## src/design/ppmd_pkg.sv

```systemverilog
// Shared constants and types of the point to polyline distance block.
// No dependencies; every other file refers to this package by scoped names.
`timescale 1ns / 1ps
`default_nettype none
package ppmd_pkg;

  localparam int unsigned MaxVertices = 1024;
  localparam int unsigned AddrW       = $clog2(MaxVertices);
  localparam int unsigned CountW      = AddrW + 1;
  localparam int unsigned CoordW      = 32;
  localparam int unsigned DistW       = 33;
  localparam int unsigned MslW        = 16;
  localparam int unsigned ThrW        = 2 * MslW;
  localparam int unsigned QDepth      = 2;
  localparam int unsigned QPtrW       = $clog2(QDepth);
  localparam int unsigned QCntW       = $clog2(QDepth + 1);

  localparam logic [MslW-1:0] MslReset = 16'd10;
  localparam logic [ThrW-1:0] ThrReset = 32'd100;

  typedef enum logic [1:0] {
    KIND_APPEND,
    KIND_RESTART,
    KIND_QUERY
  } kind_e;

  typedef struct packed {
    kind_e                    kind;
    logic signed [CoordW-1:0] x;
    logic signed [CoordW-1:0] y;
  } cmd_t;

endpackage
`default_nettype wire

```

## src/design/ppmd_if.sv

```systemverilog
// Valid/ready channels of the block: input item beats and result beats.
// Depends on ppmd_pkg for field widths.
`timescale 1ns / 1ps
`default_nettype none
interface ppmd_item_if;
  logic                                      valid;
  logic                                      ready;
  logic                                      command;
  logic                                      start_new;
  logic signed [ppmd_pkg::CoordW-1:0]        coord_x;
  logic signed [ppmd_pkg::CoordW-1:0]        coord_y;

  modport source (output valid, command, start_new, coord_x, coord_y, input ready);
  modport sink   (input valid, command, start_new, coord_x, coord_y, output ready);
endinterface

`default_nettype wire

```

## src/design/ppmd_front.sv

```systemverilog
// Front end: accepts item beats, classifies them and holds them in a short queue.
// Depends on ppmd_pkg and ppmd_if.
`timescale 1ns / 1ps
`default_nettype none
module ppmd_front (
  input  wire                  clk_i,
  input  wire                  rst_ni,
  ppmd_item_if.sink            item_i,
  output logic                 cmd_valid_o,
  output ppmd_pkg::cmd_t       cmd_o,
  input  wire                  cmd_pop_i
);

  localparam int unsigned QCntW = ppmd_pkg::QCntW;

  ppmd_pkg::cmd_t                   ent_q [ppmd_pkg::QDepth];
  logic [ppmd_pkg::QPtrW-1:0]       wp_q, wp_d, rp_q, rp_d;
  logic [ppmd_pkg::QCntW-1:0]       cnt_q, cnt_d;
  ppmd_pkg::cmd_t                   cls;
  logic                             push, pop;

  always_comb begin
    cls.x = item_i.coord_x;
    cls.y = item_i.coord_y;
    if (item_i.command) begin
      cls.kind = ppmd_pkg::KIND_QUERY;
    end else if (item_i.start_new) begin
      cls.kind = ppmd_pkg::KIND_RESTART;
    end else begin
      cls.kind = ppmd_pkg::KIND_APPEND;
    end
  end

  assign item_i.ready = (cnt_q != QCntW'(ppmd_pkg::QDepth));
  assign push         = item_i.valid && item_i.ready;
  assign cmd_valid_o  = (cnt_q != '0);
  assign cmd_o        = ent_q[rp_q];
  assign pop          = cmd_pop_i && cmd_valid_o;

  always_comb begin
    wp_d  = wp_q;
    rp_d  = rp_q;
    cnt_d = cnt_q;
    if (push) begin
      wp_d = (wp_q == ppmd_pkg::QPtrW'(ppmd_pkg::QDepth - 1)) ? '0 : wp_q + 1'b1;
    end
    if (pop) begin
      rp_d = (rp_q == ppmd_pkg::QPtrW'(ppmd_pkg::QDepth - 1)) ? '0 : rp_q + 1'b1;
    end
    if (push && !pop) begin
      cnt_d = cnt_q + 1'b1;
    end else if (pop && !push) begin
      cnt_d = cnt_q - 1'b1;
    end
  end

  always_ff @(posedge clk_i or negedge rst_ni) begin
    if (!rst_ni) begin
      wp_q  <= '0;
      rp_q  <= '0;
      cnt_q <= '0;
    end else begin
      wp_q  <= wp_d;
      rp_q  <= rp_d;
      cnt_q <= cnt_d;
    end
  end

  always_ff @(posedge clk_i) begin
    if (push) begin
      ent_q[wp_q] <= cls;
    end
  end

  a_cnt_bound: assert property (@(posedge clk_i) disable iff (!rst_ni)
    cnt_q <= QCntW'(ppmd_pkg::QDepth))
    else $error("queue fill above depth");

endmodule
`default_nettype wire

```

## src/flat_wrapper.sv

```systemverilog
// flat-port wrapper written by rule: the top's interface ports become plain ports
module ppmd_front_flat 
  (clk_i, rst_ni, cmd_valid_o, cmd_o, cmd_pop_i, item_i_valid, item_i_command, item_i_start_new, item_i_coord_x, item_i_coord_y, item_i_ready);
  ppmd_item_if item_i_i ();
  input  wire clk_i;
  input  wire rst_ni;
  output logic cmd_valid_o;
  output ppmd_pkg::cmd_t cmd_o;
  input  wire cmd_pop_i;
  input wire logic [$bits(item_i_i.valid)-1:0] item_i_valid;
  input wire logic [$bits(item_i_i.command)-1:0] item_i_command;
  input wire logic [$bits(item_i_i.start_new)-1:0] item_i_start_new;
  input wire logic [$bits(item_i_i.coord_x)-1:0] item_i_coord_x;
  input wire logic [$bits(item_i_i.coord_y)-1:0] item_i_coord_y;
  output wire logic [$bits(item_i_i.ready)-1:0] item_i_ready;
  assign item_i_i.valid = item_i_valid;
  assign item_i_i.command = item_i_command;
  assign item_i_i.start_new = item_i_start_new;
  assign item_i_i.coord_x = item_i_coord_x;
  assign item_i_i.coord_y = item_i_coord_y;
  assign item_i_ready = item_i_i.ready;
  ppmd_front u_core (.clk_i(clk_i), .rst_ni(rst_ni), .item_i(item_i_i), .cmd_valid_o(cmd_valid_o), .cmd_o(cmd_o), .cmd_pop_i(cmd_pop_i));
endmodule
```

## config.mk

```make
export PLATFORM = sky130hd
export DESIGN_NAME = ppmd_front_flat
export DESIGN_NICKNAME = d
export VERILOG_FILES = /design/src/design/ppmd_pkg.sv /design/src/design/ppmd_if.sv /design/src/design/ppmd_front.sv /design/src/flat_wrapper.sv
export SDC_FILE = /design/constraint.sdc
export NUM_CORES = 1
export LEC_CHECK = 0
export BUFFER_PORTS_ARGS = -buffer_cell sky130_fd_sc_hd__buf_2
export CAP_MARGIN = 0
export CORE_MARGIN = 1.5
export CORE_UTILIZATION = 35
export DETAILED_ROUTE_END_ITERATION = 7
export PLACE_DENSITY = 0.62
export REMOVE_ABC_BUFFERS = 1
export SYNTH_ARGS = -nofsm -noshare
export SYNTH_HDL_FRONTEND = slang
export SYNTH_SLANG_ARGS = --single-unit
```

## constraint.sdc

```tcl
create_clock -name clk_i -period 9.5 [get_ports clk_i]
set_input_delay 2.375 -clock clk_i [delete_from_list [all_inputs] [get_ports clk_i]]
set_output_delay 2.375 -clock clk_i [all_outputs]
set_load 0.01 [all_outputs]
```

# ---- After elaboration in Yosys (flattened, before gate mapping)
# Memories as Yosys holds them, arrays and structs flattened.
# Cells that the tools add are included.
dict set report op_classes {
  addsub 4
  eq_ne 1
  muxes 8
  reduce_logical 8
}
# op count
set ops {}
lappend ops {{$mux W2} 3}
lappend ops {{$mux W1} 5}
lappend ops {{$logic_and A1 B1 Y1} 4}
lappend ops {{$reduce_bool A2 Y1} 2}
lappend ops {{$add A1 B1 Y1 const B} 2}
lappend ops {{$add A2 B1 Y2 const B} 1}
lappend ops {{$logic_not A1 Y1} 2}
lappend ops {{$ne A2 B2 Y1 const B} 1}
lappend ops {{$sub A2 B1 Y2 const B} 1}
dict set report word_totals {
  regBits 4
  ram_bits 132
  inputBits 70
  out_inout_bits 68
  elab_cells 25
  n_memories 1
}
# memory depth word_bits read_ports rd_clocked_by_memory_dff wr line_no
set memory_table {}
lappend memory_table {u_core.ent_q 2 66 1 0 1 ppmd_front.sv:16} ;# ppmd_pkg::cmd_t ent_q [ppmd_pkg::QDepth];

# ---- Longest topological paths before layout
# Gate-level depths: netlist of the first run.
dict set report logic_depth {
  word_depth 6
  mapped_depth 7
  depth_no_buf 7
}

# ---- Worst setup path after synthesis of the first run
# No wires, ideal clock.
dict set report synth_timing {
  path_kind {input to register}
  start {input item_i_valid}
  end {memory u_core.ent_q[0][0] (netlist name), enable pin}
  setup_ps 490
  arrival_time_ps 5225
  t_required_ps 9010
  path_slack_ps 3785
  stages 2
  n_path_buf 0
  cell_sequence {nand2_1 > nor2_1}
}
dict set report synth_via {
  elab_chain_cells 3
}
# element line_no
set synth_rtl {}
lappend synth_rtl {{start, declared} flat_wrapper.sv:10} ;# input wire logic [$bits(item_i_i.valid)-1:0] item_i_valid;
lappend synth_rtl {{$logic_and A1 B1 Y1} ppmd_front.sv:35} ;# assign push = item_i.valid && item_i.ready;
lappend synth_rtl {{$mux W1} ppmd_front.sv:70} ;# if (push) begin
lappend synth_rtl {{$mux W1 (implied by the code)} ppmd_front.sv:71} ;# ent_q[wp_q] <= cls;
lappend synth_rtl {{end, declared} ppmd_front.sv:16}
# Every way passes these cells.

==> impl_table.tex, run 1 <==
\begin{tabular}{lr}
\hline
Metric & Value \\
\hline
\multicolumn{2}{l}{\textbf{Timing}} \\
\quad Slew margin rel. & 27.9\% \\
\quad Worst Hold Slack & 0.505 ns \\
\quad Unrepaired setup endpoints after global routing & false \\
\quad Final number of hold-violating endpoints & 0 \\
\quad Setup violations, final & 0 \\
\quad Final-layout setup total negative slack & 0 ns \\
\quad Fmax & 220 MHz \\
\quad Layout Skew & 0.00354 ns \\
\quad Transition time at the pin with the least slew margin & 1.08 ns \\
\quad Share of the clock period used by the worst path & 47.8\% \\
\quad Total count of max-transition violations in the final report & 0 \\
\quad Time the worst path needs with I/O delays and setup & 4.54 ns \\
\multicolumn{2}{l}{\textbf{Worst setup path}} \\
\quad Largest fanout on the critical path & 67 \\
\quad Peak per-stage delay on the critical path & 1.14 ns \\
\quad Startpoint-to-endpoint class of the critical path & flop to output port \\
\quad Required arrival time at the worst endpoint & 7.13 ns \\
\quad Total buffers and inverters traversed by the critical path & 1 \\
\quad Cell family contributing the most delay on the critical path & flip-flops \\
\quad Cell breakdown of the critical path & mux2\_2 -> buf\_2 \\
\quad Kind of capture point of the worst setup path & output port \\
\quad Worst EP arrival & 2.16 ns \\
\quad Crit-path slowest cell & sky130\_fd\_sc\_hd\_\_dfrtp\_4 \\
\quad Kind of start point of the critical path & flop \\
\multicolumn{2}{l}{\textbf{Routing}} \\
\quad Post-detailed-route DRC marker count & 0 \\
\quad Routed length per instance & 15.3 um \\
\quad Post-detailed-route via-to-cell ratio & 4.40 \\
\quad Antenna violation net count after detailed routing & 0 \\
\quad Via count & 2492 \\
\quad WL final & 8660 um \\
\quad Detailed-routing iteration count for the pre-antenna-repair pass & 4 \\
\quad Initial drt markers & 77 \\
\multicolumn{2}{l}{\textbf{GRT}} \\
\quad Met2 Usage GRT & 19.8\% \\
\quad Number of antenna violations at the first check in global routing & 0 \\
\quad GRT Residual Overflow & 0 \\
\quad Busiest layer in global routing & met2 \\
\quad Number of global-route vias before repair & 2618 \\
\quad GRT met3 Usage & 4.38\% \\
\quad GRT met1 Usage & 13.3\% \\
\quad Tot GR Track Use & 12.0\% \\
\quad Largest net degree at the start of global routing & 68 \\
\quad Global-route wire length before repair & 13100 um \\
\multicolumn{2}{l}{\textbf{Placement}} \\
\quad Total cell area at the placement stage & 0.00595 mm\^{}2 \\
\quad Number of placed instances, taps included & 535 \\
\quad RePlAce Congestion & 0.641 \\
\quad Number of port buffers & 137 \\
\quad Detailed-placement wirelength estimate & 5400 um \\
\multicolumn{2}{l}{\textbf{Hold path}} \\
\quad Hold/Removal Path Class & flop to flop \\
\multicolumn{2}{l}{\textbf{Synthesis}} \\
\quad Flop and latch count out of synthesis & 136 \\
\quad Mapped cell area & 0.00508 mm\^{}2 \\
\quad Number of warnings issued by yosys & 0 \\
\quad Count of mapped cells out of synthesis & 224 \\
\quad Sequential-to-total area share from yosys stat & 80.1\% \\
\quad Post-synthesis average cell area & 22.7 um\^{}2 \\
\quad Synth unique cells & 17 \\
\multicolumn{2}{l}{\textbf{Clock tree}} \\
\quad Clock Tree Root & sky130\_fd\_sc\_hd\_\_clkbuf\_16 \\
\quad Post-cts gate resize count & 0 \\
\quad Cts bufs inserted & 17 \\
\quad Number of sinks on the clock net & 136 \\
\quad Maximum buffer depth of the clock tree & 2 \\
\quad Post-CTS Setup Bufs & 0 \\
\quad Worst skew pair latency & 0.40 ns \\
\quad H-Tree Depth & 4 \\
\quad Number of hold buffers added after CTS & 0 \\
\quad CTS tree & done \\
\quad Clock-pin slew of the registers on the worst-case setup and hold paths & 0.06 ns \\
\multicolumn{2}{l}{\textbf{Final layout}} \\
\quad Count of inserted antenna diode cells & 0 \\
\quad Layout overhead on the synthesized area & 29.7\% \\
\quad Final standard cell count with taps included and fillers excluded & 566 \\
\quad Post-layout net count & 445 \\
\quad Share of final-layout standard cells stronger than drive strength 1 & 61.7\% \\
\quad Area taken by multi-input logic gates & 965 um\^{}2 \\
\quad Final instance area & 0.00659 mm\^{}2 \\
\quad Layout filler cell count & 1227 \\
\quad Sequential cell area in the final layout & 0.00407 mm\^{}2 \\
\multicolumn{2}{l}{\textbf{Die}} \\
\quad Vertical die dimension & 123 um \\
\quad Io pins & 138 \\
\quad Die Footprint & 0.0152 mm\^{}2 \\
\quad Area of the core region & 0.0140 mm\^{}2 \\
\quad Horizontal extent of the die & 123 um \\
\quad Number of rows in the core area & 43 \\
\quad Starting density of the core & 36.1\% \\
\multicolumn{2}{l}{\textbf{Pwr}} \\
\quad Pwr per Cell Area & 326 mW/mm\^{}2 \\
\quad Worst IR Drop VDD & 0.000255 V \\
\quad Leakage power & 0.00256 uW \\
\quad Final total power & 2150 uW \\
\multicolumn{2}{l}{\textbf{Status}} \\
\quad Outcome & finished, final reports clean \\
\multicolumn{2}{l}{\textbf{Run}} \\
\quad Max capacitance violation total & 0 \\
\hline
\end{tabular}
[worst register-to-register path, stage by stage, from the launching register on]
cell and delay, ns:
sky130_fd_sc_hd__dfrtp_1 0.39, sky130_fd_sc_hd__nand2b_1 0.18, sky130_fd_sc_hd__nand2_1 0.15, sky130_fd_sc_hd__nor2_4 0.69, sky130_fd_sc_hd__buf_4 0.59
[worst paths after layout]
kind | from | end | slack (ns) | cells after the start
max in group asynchronous | rst_ni | u_core.rp_q$_DFFE_PN0P_ | 7.61 | 1
setup / recovery | u_core.rp_q$_DFFE_PN0P_ | cmd_o[54] | 4.96 | 2
hold reg to reg | u_core.cnt_q[1]$_DFFE_PN0P_ | u_core.cnt_q[1]$_DFFE_PN0P_ | 0.50 | 1
hold / removal | u_core.cnt_q[1]$_DFFE_PN0P_ | u_core.cnt_q[1]$_DFFE_PN0P_ | 0.50 | 1
setup reg to reg | u_core.cnt_q[0]$_DFFE_PN0P_ | u_core.ent_q[0][48]$_DFFE_PP_ | 7.10 | 4
min in group asynchronous | rst_ni | u_core.wp_q$_DFFE_PN0P_ | 1.76 | 1
[kinds of logic after synthesis]
group,after synthesis,synth area share [%]
flops,136,80.1
mux,66,16.9
buf+inv,8,1.18
simple gates,8,0.789
xor+xnor,5,0.863
fa+ha+maj,1,0.246
[cells in the final DEF (no fill, tap or decap)]
master / count
sky130_fd_sc_hd__dfrtp_4: 1
sky130_fd_sc_hd__nor2b_1: 1
sky130_fd_sc_hd__buf_4: 1
sky130_fd_sc_hd__nand2b_1: 1
sky130_fd_sc_hd__nor2_4: 1
sky130_fd_sc_hd__edfxtp_1: 132
sky130_fd_sc_hd__dfrtp_1: 3
sky130_fd_sc_hd__nor2_1: 1
sky130_fd_sc_hd__inv_6: 1
sky130_fd_sc_hd__xor2_1: 2
sky130_fd_sc_hd__and3_4: 1
sky130_fd_sc_hd__inv_1: 1
sky130_fd_sc_hd__mux2_2: 36
sky130_fd_sc_hd__clkinv_2: 4
sky130_fd_sc_hd__clkbuf_16: 17
sky130_fd_sc_hd__bufinv_16: 5
sky130_fd_sc_hd__mux2_4: 30
sky130_fd_sc_hd__clkinv_1: 1
sky130_fd_sc_hd__ha_1: 1
sky130_fd_sc_hd__clkinvlp_4: 3
sky130_fd_sc_hd__xnor2_1: 3
sky130_fd_sc_hd__buf_2: 137
sky130_fd_sc_hd__or2_2: 1
sky130_fd_sc_hd__nand2_1: 2
[metal layers]
| metal | share of wire, % | wire length (um) | vias to the layer above |
|---|---|---|---|
| met4 | 1.6 | 137 | 0 |
| li1 | - | - | 1180 |
| met3 | 6.4 | 554 | 8 |
| met5 | 0 | 0 | - |
| met2 | 50 | 4340 | 83 |
| met1 | 42 | 3620 | 1221 |
[flip-flops by register name, summed over array words and instances (netlist names)]
register and cells:
u_core.cnt_q 2, u_core.ent_q 132, u_core.rp_q 1, u_core.wp_q 1
[cell type report]
cell class / count / share of cell area, %
multi-input cells: 80 / 14.6
flip-flops and latches: 136 / 61.8
well taps: 180 / 3.42
inverters: 1 / 0.0570
repair buffers: 138 / 10.5
clock buffers: 17 / 6.46
clock inverters: 14 / 3.12
[power breakdown]
| part | internal, uW | switching [uW] |
|---|---|---|
| logic | 287 | 242 |
| registers | 823 | 100 |
| clock network | 461 | 231 |
[stage by stage]
step	utilization [%]	worst slack (ns)
after global placement	42.4	5.19
after floorplan	-	3.78
after CTS	46.9	4.89
after global routing	46.9	4.83
after detailed placement	42.4	5.14
final	46.9	4.96
[synthesized netlist by cell type]
| cell type | count | area (um^2) |
|---|---|---|
| sky130_fd_sc_hd__edfxtp_1 | 132 | 3960 |
| sky130_fd_sc_hd__mux2_2 | 36 | 405 |
| sky130_fd_sc_hd__mux2_4 | 30 | 450 |
| sky130_fd_sc_hd__dfrtp_1 | 4 | 100 |
| sky130_fd_sc_hd__buf_2 | 3 | 15.0 |
| sky130_fd_sc_hd__buf_6 | 3 | 33.8 |
| sky130_fd_sc_hd__xnor2_1 | 3 | 26.3 |
| sky130_fd_sc_hd__nand2_1 | 2 | 7.51 |
| sky130_fd_sc_hd__nor2_1 | 2 | 7.51 |
| sky130_fd_sc_hd__xor2_1 | 2 | 17.5 |
| sky130_fd_sc_hd__and3_1 | 1 | 6.26 |
| sky130_fd_sc_hd__buf_4 | 1 | 7.51 |
| sky130_fd_sc_hd__ha_1 | 1 | 12.5 |
| sky130_fd_sc_hd__inv_1 | 1 | 3.75 |
| sky130_fd_sc_hd__nand2b_1 | 1 | 6.26 |
| sky130_fd_sc_hd__nor2b_1 | 1 | 6.26 |
| sky130_fd_sc_hd__or2_2 | 1 | 6.26 |
Power figures use the tool's default switching activity.
==> inputs of run 2 (changes only) <==
==> constraint.sdc (replaced) <==
create_clock -name clk_i -period 4.7 [get_ports clk_i]
set_input_delay 1.175 -clock clk_i [delete_from_list [all_inputs] [get_ports clk_i]]
set_output_delay 1.175 -clock clk_i [all_outputs]
set_load 0.01 [all_outputs]
==> run 2 against run 1 <==
- combinational power increased by 100%
- final area decreased by 0.87%
- core utilization decreased by 0.41 points
- largest cell class unchanged
- clock power increased by 77%
- clock skew increased by 0.0013 ns
- die area unchanged
- wire length decreased by 0.57%
- sequential share of layout area increased by 0.54 points
- total power increased by 94%
- non-clock buffer count unchanged
- critical path depth unchanged
- critical endpoint is now cmd_o[42]
==> impl_table.tex, run 2 (synthesis results as in run 1) <==
\begin{tabular}{lr}
\hline
Metric & Value \\
\hline
\multicolumn{2}{l}{\textbf{Clock tree}} \\
\quad Post-cts gate resize count & 0 (unchanged) \\
\quad Cts bufs inserted & 17 (unchanged) \\
\quad Maximum buffer depth of the clock tree & 2 (unchanged) \\
\quad Post-CTS Setup Bufs & 0 (unchanged) \\
\quad H-Tree Depth & 4 (unchanged) \\
\quad Worst skew pair latency & 0.41 ns (about the same) \\
\quad Clock Tree Root & sky130\_fd\_sc\_hd\_\_clkbuf\_16 \\
\quad CTS tree & done \\
\quad Number of sinks on the clock net & 136 (unchanged) \\
\quad Clock-pin slew of the registers on the worst-case setup and hold paths & 0.05 ns (about the same) \\
\quad Number of hold buffers added after CTS & 0 (unchanged) \\
\multicolumn{2}{l}{\textbf{GRT}} \\
\quad Global-route wire length before repair & 13300 um (+1.1\%) \\
\quad Tot GR Track Use & 12.1\% (+0.13 points) \\
\quad Number of global-route vias before repair & 2714 (+3.7\%) \\
\quad Number of antenna violations at the first check in global routing & 0 (unchanged) \\
\quad Largest net degree at the start of global routing & 68 (unchanged) \\
\quad GRT Residual Overflow & 0 (unchanged) \\
\multicolumn{2}{l}{\textbf{Final layout}} \\
\quad Layout overhead on the synthesized area & 28.6\% \\
\quad Post-layout net count & 445 (unchanged) \\
\quad Leading cell type in the layout, fill and taps excluded & sky130\_fd\_sc\_hd\_\_buf\_2 \\
\quad Flip-flop count of the largest register after layout & 132 (unchanged) \\
\quad Register name with the most flops & u\_core.ent\_q \\
\quad Final core utilization & 46.5\% (-0.41 points) \\
\quad Count of inserted antenna diode cells & 0 (unchanged) \\
\quad Area taken by multi-input logic gates & 965 um\^{}2 (unchanged) \\
\quad Sequential cell area in the final layout & 0.00407 mm\^{}2 (unchanged) \\
\quad Top library cells by usage in the layout, fill and taps aside & sky130\_fd\_sc\_hd\_\_buf\_2 (137), sky130\_fd\_sc\_hd\_\_edfxtp\_1 (132), sky130\_fd\_sc\_hd\_\_mux2\_2 (36) \\
\quad Largest registers & u\_core.ent\_q: 132 flops, u\_core.cnt\_q: 2 flops \\
\quad Share of final-layout standard cells stronger than drive strength 1 & 60.2\% (-1.5 points) \\
\quad Layout filler cell count & 1229 (+0.16\%) \\
\multicolumn{2}{l}{\textbf{Worst setup path}} \\
\quad Kind of capture point of the worst setup path & output port \\
\quad Register-to-Register Setup Slack & 2.57 ns (-4.53 ns) \\
\quad Cell family contributing the most delay on the critical path & flip-flops \\
\quad Peak per-stage delay on the critical path & 1.12 ns (-0.02 ns) \\
\quad Worst flop-to-flop path endpoint & u\_core.ent\_q[0][19]\$\_DFFE\_PP\_ \\
\quad Total buffers and inverters traversed by the critical path & 1 (unchanged) \\
\quad Crit-path slowest cell & sky130\_fd\_sc\_hd\_\_dfrtp\_4 \\
\quad Kind of start point of the critical path & flop \\
\quad Worst reg2reg startpoint & u\_core.cnt\_q[0]\$\_DFFE\_PN0P\_ \\
\quad Worst EP arrival & 2.16 ns (about the same) \\
\quad Largest fanout on the critical path & 67 (unchanged) \\
\quad Required arrival time at the worst endpoint & 3.52 ns (-3.61 ns) \\
\quad Cell breakdown of the critical path & mux2\_2 -> buf\_2 \\
\quad Startpoint-to-endpoint class of the critical path & flop to output port \\
\quad Worst r2r path cells & 4 (unchanged) \\
\multicolumn{2}{l}{\textbf{Pwr}} \\
\quad Net Switching & 1120 uW (+96\%) \\
\quad Comb pwr share & 25.8\% (+1.1 points) \\
\quad Leakage power & 0.00253 uW (-0.90\%) \\
\quad Worst IR Drop VDD & 0.000517 V (+100\%) \\
\quad Internal portion of total power & 3050 uW (+94\%) \\
\quad Sequential fraction of design power & 44.7\% (+1.7 points) \\
\quad Switching power share of the total & 26.9\% (+0.19 points) \\
\quad Clk network pwr share & 29.5\% (-2.8 points) \\
\quad Pwr per Cell Area & 639 mW/mm\^{}2 (+96\%) \\
\multicolumn{2}{l}{\textbf{Hold path}} \\
\quad Hold path depth & 1 (unchanged) \\
\quad Capture endpoint of the worst hold path & u\_core.cnt\_q[1]\$\_DFFE\_PN0P\_ \\
\quad Hold/Removal Path Class & flop to flop \\
\quad Hold path startpoint & u\_core.cnt\_q[1]\$\_DFFE\_PN0P\_ \\
\multicolumn{2}{l}{\textbf{Timing}} \\
\quad Transition time at the pin with the least slew margin & 1.07 ns (-0.00889 ns) \\
\quad Final-layout setup total negative slack & 0 ns (unchanged) \\
\quad Setup violations, final & 0 (unchanged) \\
\quad Time the worst path needs with I/O delays and setup & 3.33 ns \\
\quad Layout Skew & 0.00482 ns (+0.00128 ns) \\
\quad Fmax & 300 MHz \\
\quad Final number of hold-violating endpoints & 0 (unchanged) \\
\quad Slew margin rel. & 28.5\% (+0.59 points) \\
\quad Share of the clock period used by the worst path & 70.9\% \\
\quad Unrepaired setup endpoints after global routing & false \\
\quad Total count of max-transition violations in the final report & 0 (unchanged) \\
\multicolumn{2}{l}{\textbf{Die}} \\
\quad Io pins & 138 (unchanged) \\
\quad Area of the core region & 0.0140 mm\^{}2 (unchanged) \\
\quad Horizontal extent of the die & 123 um (unchanged) \\
\quad Die Footprint & 0.0152 mm\^{}2 (unchanged) \\
\quad Number of rows in the core area & 43 (unchanged) \\
\quad Starting density of the core & 36.1\% (unchanged) \\
\quad Vertical die dimension & 123 um (unchanged) \\
\multicolumn{2}{l}{\textbf{Routing}} \\
\quad Detailed-routing iteration count for the pre-antenna-repair pass & 4 (unchanged) \\
\quad Routed length per instance & 15.2 um (-0.74\%) \\
\quad Post-detailed-route via-to-cell ratio & 4.44 (+0.91\%) \\
\quad Post-detailed-route DRC marker count & 0 (unchanged) \\
\quad Via count & 2519 (+1.1\%) \\
\quad Initial drt markers & 122 (+58\%) \\
\quad WL final & 8610 um (-0.57\%) \\
\quad Antenna violation net count after detailed routing & 0 (unchanged) \\
\multicolumn{2}{l}{\textbf{Placement}} \\
\quad Number of port buffers & 137 (unchanged) \\
\quad Detailed-placement wirelength estimate & 5380 um (-0.40\%) \\
\quad RePlAce Congestion & 0.657 (+2.5\%) \\
\multicolumn{2}{l}{\textbf{Status}} \\
\quad Outcome & finished, final reports clean \\
\multicolumn{2}{l}{\textbf{Run}} \\
\quad Max capacitance violation total & 0 (unchanged) \\
\hline
\end{tabular}
## run 2: cell count changes in the layout (fill, tap and decap cells not counted), sizes merged
cell / before / now
clkbuf: 17 / 28
inv: 2 / 1
clkinv: 5 / 3
bufinv: 5 / 1
clkinvlp: 3 / 0
## run 2: worst max-delay path by stage
| stage | from | endpoint | cells after the start |
|---|---|---|---|
| floorplan | item_i_valid | u_core.ent_q[0][0]$_DFFE_PP_ | 2 |
| global placement | u_core.rp_q$_DFFE_PN0P_ | cmd_o[53] | 2 |
| detailed placement | u_core.rp_q$_DFFE_PN0P_ | cmd_o[53] | 2 |
| CTS | u_core.rp_q$_DFFE_PN0P_ | cmd_o[53] | 2 |
| global route | u_core.rp_q$_DFFE_PN0P_ | cmd_o[53] | 2 |
| finish | u_core.rp_q$_DFFE_PN0P_ | cmd_o[42] | 2 |
## run 2: through the flow
stage          power [uW]  instances  area [um^2]  hold WS, ns  setup slack (ns)
6_report             4170        567         6530        0.513              1.37
5_1_grt              4410        567         6530        0.544              1.24
4_1_cts              4260        567         6530        0.519              1.30
3_5_place_dp         3000        535         5970        0.505              1.76
3_3_place_gp         2980        535         5970        0.474              1.75
2_1_floorplan        2590        217         5020        0.456             0.185
## run 2: worst register-to-register path, stage by stage (launching register included)
cell and delay [ns]:
sky130_fd_sc_hd__dfrtp_1 0.41, sky130_fd_sc_hd__nand2b_1 0.17, sky130_fd_sc_hd__nand2_1 0.14, sky130_fd_sc_hd__nor2_4 0.75
sky130_fd_sc_hd__buf_12 0.33
## run 2: power by group through the flow
| stage | clock network, uW | logic (uW) | registers, uW |
|---|---|---|---|
| 6_report | 1230 | 1070 | 1860 |
| 3_5_place_dp | 0 | 1110 | 1900 |
| 4_1_cts | 1270 | 1110 | 1880 |
| 2_1_floorplan | 0 | 743 | 1850 |
| 5_1_grt | 1330 | 1180 | 1910 |
| 3_3_place_gp | 0 | 1100 | 1890 |
## run 2: layout make-up
cell class	count	share of cell area, %
timing repair buffer	138	10.8
clock inverter	4	0.671
tap	180	3.45
multi-input combinational	80	14.8
clock buffer	28	7.92
inverter	1	0.0575
sequential	136	62.3
## run 2: metal layers
layer / up-vias / share of wire [%] / GRT usage [%]
li1: 1186 / - / -
met5: - / 0 / 0
met3: 13 / 6.4 / 4.57
met4: 0 / 2.0 / 6.47
met1: 1239 / 41 / 13.3
met2: 81 / 51 / 20.3
==> inputs of run 3 (changes only) <==
==> constraint.sdc (replaced) <==
create_clock -name clk_i -period 3.25 [get_ports clk_i]
set_input_delay 0.8125 -clock clk_i [delete_from_list [all_inputs] [get_ports clk_i]]
set_output_delay 0.8125 -clock clk_i [all_outputs]
set_load 0.01 [all_outputs]
==> run 3 against run 2 <==
- sequential share of layout area down 0.52 points
- die area unchanged
- clock skew up 0.0020 ns
- largest power group unchanged
==> impl_table.tex, run 3 (synthesis results as in run 1) <==
\begin{tabular}{lr}
\hline
Metric & Value \\
\hline
\multicolumn{2}{l}{\textbf{Final layout}} \\
\quad Count of inserted antenna diode cells & 0 (unchanged) \\
\quad Top library cells by usage in the layout, fill and taps aside & sky130\_fd\_sc\_hd\_\_buf\_2 (137), sky130\_fd\_sc\_hd\_\_edfxtp\_1 (132), sky130\_fd\_sc\_hd\_\_mux2\_2 (36) \\
\quad Leading cell type in the layout, fill and taps excluded & sky130\_fd\_sc\_hd\_\_buf\_2 \\
\quad Final core utilization & 46.9\% (+0.39 points) \\
\quad Largest registers & u\_core.ent\_q: 132 flops, u\_core.cnt\_q: 2 flops \\
\quad Final instance area & 0.00658 mm\^{}2 (+0.84\%) \\
\quad Register name with the most flops & u\_core.ent\_q \\
\quad Flip-flop count of the largest register after layout & 132 (unchanged) \\
\quad Share of final-layout standard cells stronger than drive strength 1 & 60.9\% (+0.66 points) \\
\quad Post-layout net count & 450 (+1.1\%) \\
\quad Layout overhead on the synthesized area & 29.7\% \\
\quad Layout filler cell count & 1251 (+1.8\%) \\
\multicolumn{2}{l}{\textbf{Worst setup path}} \\
\quad Cell breakdown of the critical path & buf\_4 -> mux2\_2 -> buf\_2 \\
\quad Startpoint-to-endpoint class of the critical path & flop to output port \\
\quad Peak per-stage delay on the critical path & 0.69 ns (-0.43 ns) \\
\quad Worst reg2reg startpoint & u\_core.cnt\_q[0]\$\_DFFE\_PN0P\_ \\
\quad Worst r2r path cells & 3 (-1) \\
\quad Critical path launch point & u\_core.rp\_q\$\_DFFE\_PN0P\_ \\
\quad Setup crit end & cmd\_o[60] \\
\quad Worst flop-to-flop path endpoint & u\_core.ent\_q[1][18]\$\_DFFE\_PP\_ \\
\quad Register-to-Register Setup Slack & 1.54 ns (-1.03 ns) \\
\quad Kind of start point of the critical path & flop \\
\quad Largest fanout on the critical path & 25 (-63\%) \\
\quad Required arrival time at the worst endpoint & 2.44 ns (-1.08 ns) \\
\quad Worst EP arrival & 1.89 ns (-0.27 ns) \\
\quad Crit-path slowest cell & sky130\_fd\_sc\_hd\_\_dfrtp\_4 \\
\quad Kind of capture point of the worst setup path & output port \\
\multicolumn{2}{l}{\textbf{Clock tree}} \\
\quad Number of sinks on the clock net & 136 (unchanged) \\
\quad CTS tree & done \\
\quad Maximum buffer depth of the clock tree & 2 (unchanged) \\
\quad Clock Tree Root & sky130\_fd\_sc\_hd\_\_clkbuf\_16 \\
\quad H-Tree Depth & 4 (unchanged) \\
\quad Number of hold buffers added after CTS & 0 (unchanged) \\
\quad Cts bufs inserted & 17 (unchanged) \\
\quad Post-cts gate resize count & 0 (unchanged) \\
\quad Worst skew pair latency & 0.41 ns (about the same) \\
\quad Clock-pin slew of the registers on the worst-case setup and hold paths & 0.06 ns (about the same) \\
\quad Post-CTS Setup Bufs & 0 (unchanged) \\
\multicolumn{2}{l}{\textbf{Placement}} \\
\quad Detailed-placement wirelength estimate & 5860 um (+9.0\%) \\
\quad Number of port buffers & 137 (unchanged) \\
\quad Total cell area at the placement stage & 0.00602 mm\^{}2 (+0.84\%) \\
\quad RePlAce Congestion & 0.649 (-1.1\%) \\
\multicolumn{2}{l}{\textbf{GRT}} \\
\quad Global-route wire length before repair & 13700 um (+3.1\%) \\
\quad Number of global-route vias before repair & 2754 (+1.5\%) \\
\quad Tot GR Track Use & 12.4\% (+0.31 points) \\
\quad GRT Residual Overflow & 0 (unchanged) \\
\quad Number of antenna violations at the first check in global routing & 0 (unchanged) \\
\quad Largest net degree at the start of global routing & 37 (-46\%) \\
\multicolumn{2}{l}{\textbf{Routing}} \\
\quad Detailed-routing iteration count for the pre-antenna-repair pass & 4 (unchanged) \\
\quad Routed length per instance & 15.6 um (+3.1\%) \\
\quad Via count & 2542 (+0.91\%) \\
\quad Post-detailed-route via-to-cell ratio & 4.45 (+0.21\%) \\
\quad WL final & 8930 um (+3.8\%) \\
\quad Initial drt markers & 97 (-20\%) \\
\quad Post-detailed-route DRC marker count & 0 (unchanged) \\
\quad Antenna violation net count after detailed routing & 0 (unchanged) \\
\multicolumn{2}{l}{\textbf{Die}} \\
\quad Starting density of the core & 36.1\% (unchanged) \\
\quad Area of the core region & 0.0140 mm\^{}2 (unchanged) \\
\quad Horizontal extent of the die & 123 um (unchanged) \\
\quad Io pins & 138 (unchanged) \\
\quad Number of rows in the core area & 43 (unchanged) \\
\quad Die Footprint & 0.0152 mm\^{}2 (unchanged) \\
\quad Vertical die dimension & 123 um (unchanged) \\
\multicolumn{2}{l}{\textbf{Hold path}} \\
\quad Hold/Removal Path Class & input port to asynchronous set/reset pin \\
\multicolumn{2}{l}{\textbf{Timing}} \\
\quad Worst Hold Slack & 0.202 ns (-0.311 ns) \\
\quad Transition time at the pin with the least slew margin & 0.491 ns (-0.582 ns) \\
\quad Layout Skew & 0.00678 ns (+0.00196 ns) \\
\quad Slew margin rel. & 67.3\% (+39 points) \\
\quad Setup violations, final & 0 (unchanged) \\
\quad Final number of hold-violating endpoints & 0 (unchanged) \\
\quad Time the worst path needs with I/O delays and setup & 2.71 ns \\
\quad Final-layout setup total negative slack & 0 ns (unchanged) \\
\quad Unrepaired setup endpoints after global routing & false \\
\quad Total count of max-transition violations in the final report & 0 (unchanged) \\
\quad Fmax & 370 MHz \\
\quad Share of the clock period used by the worst path & 83.3\% \\
\multicolumn{2}{l}{\textbf{Status}} \\
\quad Outcome & finished, final reports clean \\
\multicolumn{2}{l}{\textbf{Run}} \\
\quad Max capacitance violation total & 0 (unchanged) \\
\multicolumn{2}{l}{\textbf{Pwr}} \\
\quad Worst IR Drop VDD & 0.000419 V (-19\%) \\
\quad Final total power & 6140 uW (+47\%) \\
\quad Sequential fraction of design power & 42.0\% (-2.7 points) \\
\quad Leakage power & 0.00256 uW (+1.2\%) \\
\quad Comb pwr share & 28.0\% (+2.2 points) \\
\quad Net Switching & 1670 uW (+49\%) \\
\quad Pwr per Cell Area & 932 mW/mm\^{}2 (+46\%) \\
\quad Internal portion of total power & 4470 uW (+47\%) \\
\quad Switching power share of the total & 27.3\% (+0.32 points) \\
\quad Clk network pwr share & 30.0\% (+0.5 points) \\
\hline
\end{tabular}
-- run 3: cell type report --
cell class | instances | area (um^2) | area share (%)
flip-flops and latches | 136 | 4070 | 61.8
multi-input cells | 80 | 965 | 14.7
repair buffers | 143 | 756 | 11.5
clock buffers | 18 | 429 | 6.52
well taps | 180 | 225 | 3.42
clock inverters | 13 | 136 | 2.07
inverters | 1 | 3.75 | 0.0570
-- run 3: worst min path at each step --
stage                                   to                         from
2_1_floorplan  u_core.cnt_q[1]$_DFFE_PN0P_  u_core.cnt_q[1]$_DFFE_PN0P_
3_3_place_gp   u_core.cnt_q[1]$_DFFE_PN0P_  u_core.cnt_q[1]$_DFFE_PN0P_
3_5_place_dp   u_core.cnt_q[1]$_DFFE_PN0P_  u_core.cnt_q[1]$_DFFE_PN0P_
4_1_cts        u_core.cnt_q[1]$_DFFE_PN0P_                       rst_ni
5_1_grt        u_core.cnt_q[1]$_DFFE_PN0P_                       rst_ni
6_report       u_core.cnt_q[1]$_DFFE_PN0P_                       rst_ni
-- run 3: layer usage --
| layer | up-vias | track usage, % | part of all wire (%) |
|---|---|---|---|
| li1 | 1196 | - | - |
| met4 | 0 | 6.47 | 1.9 |
| met2 | 80 | 20.9 | 50 |
| met1 | 1251 | 13.5 | 40 |
| met5 | - | 0 | 0 |
| met3 | 15 | 4.98 | 7.4 |
-- run 3: through the flow --
stage | cells | setup WS [ns]
floorplan | 217 | -0.903
global placement | 540 | 0.943
detailed placement | 540 | 0.929
CTS | 571 | 0.491
global route | 571 | 0.437
finish | 571 | 0.544
-- run 3: power by group through the flow --
stage               Sequential (uW)  Clock, uW  Combinational, uW
floorplan                      2670          0               1070
global placement               2600          0               1760
detailed placement             2620          0               1770
CTS                            2590       1890               1770
global route                   2620       1970               1880
finish                         2580       1840               1720
-- run 3: critical path, delay by kind of cell, from the launching register on --
kind     cells  cell delay (ns)
flops        1             0.69
buf+inv      2             0.44
mux          1             0.35
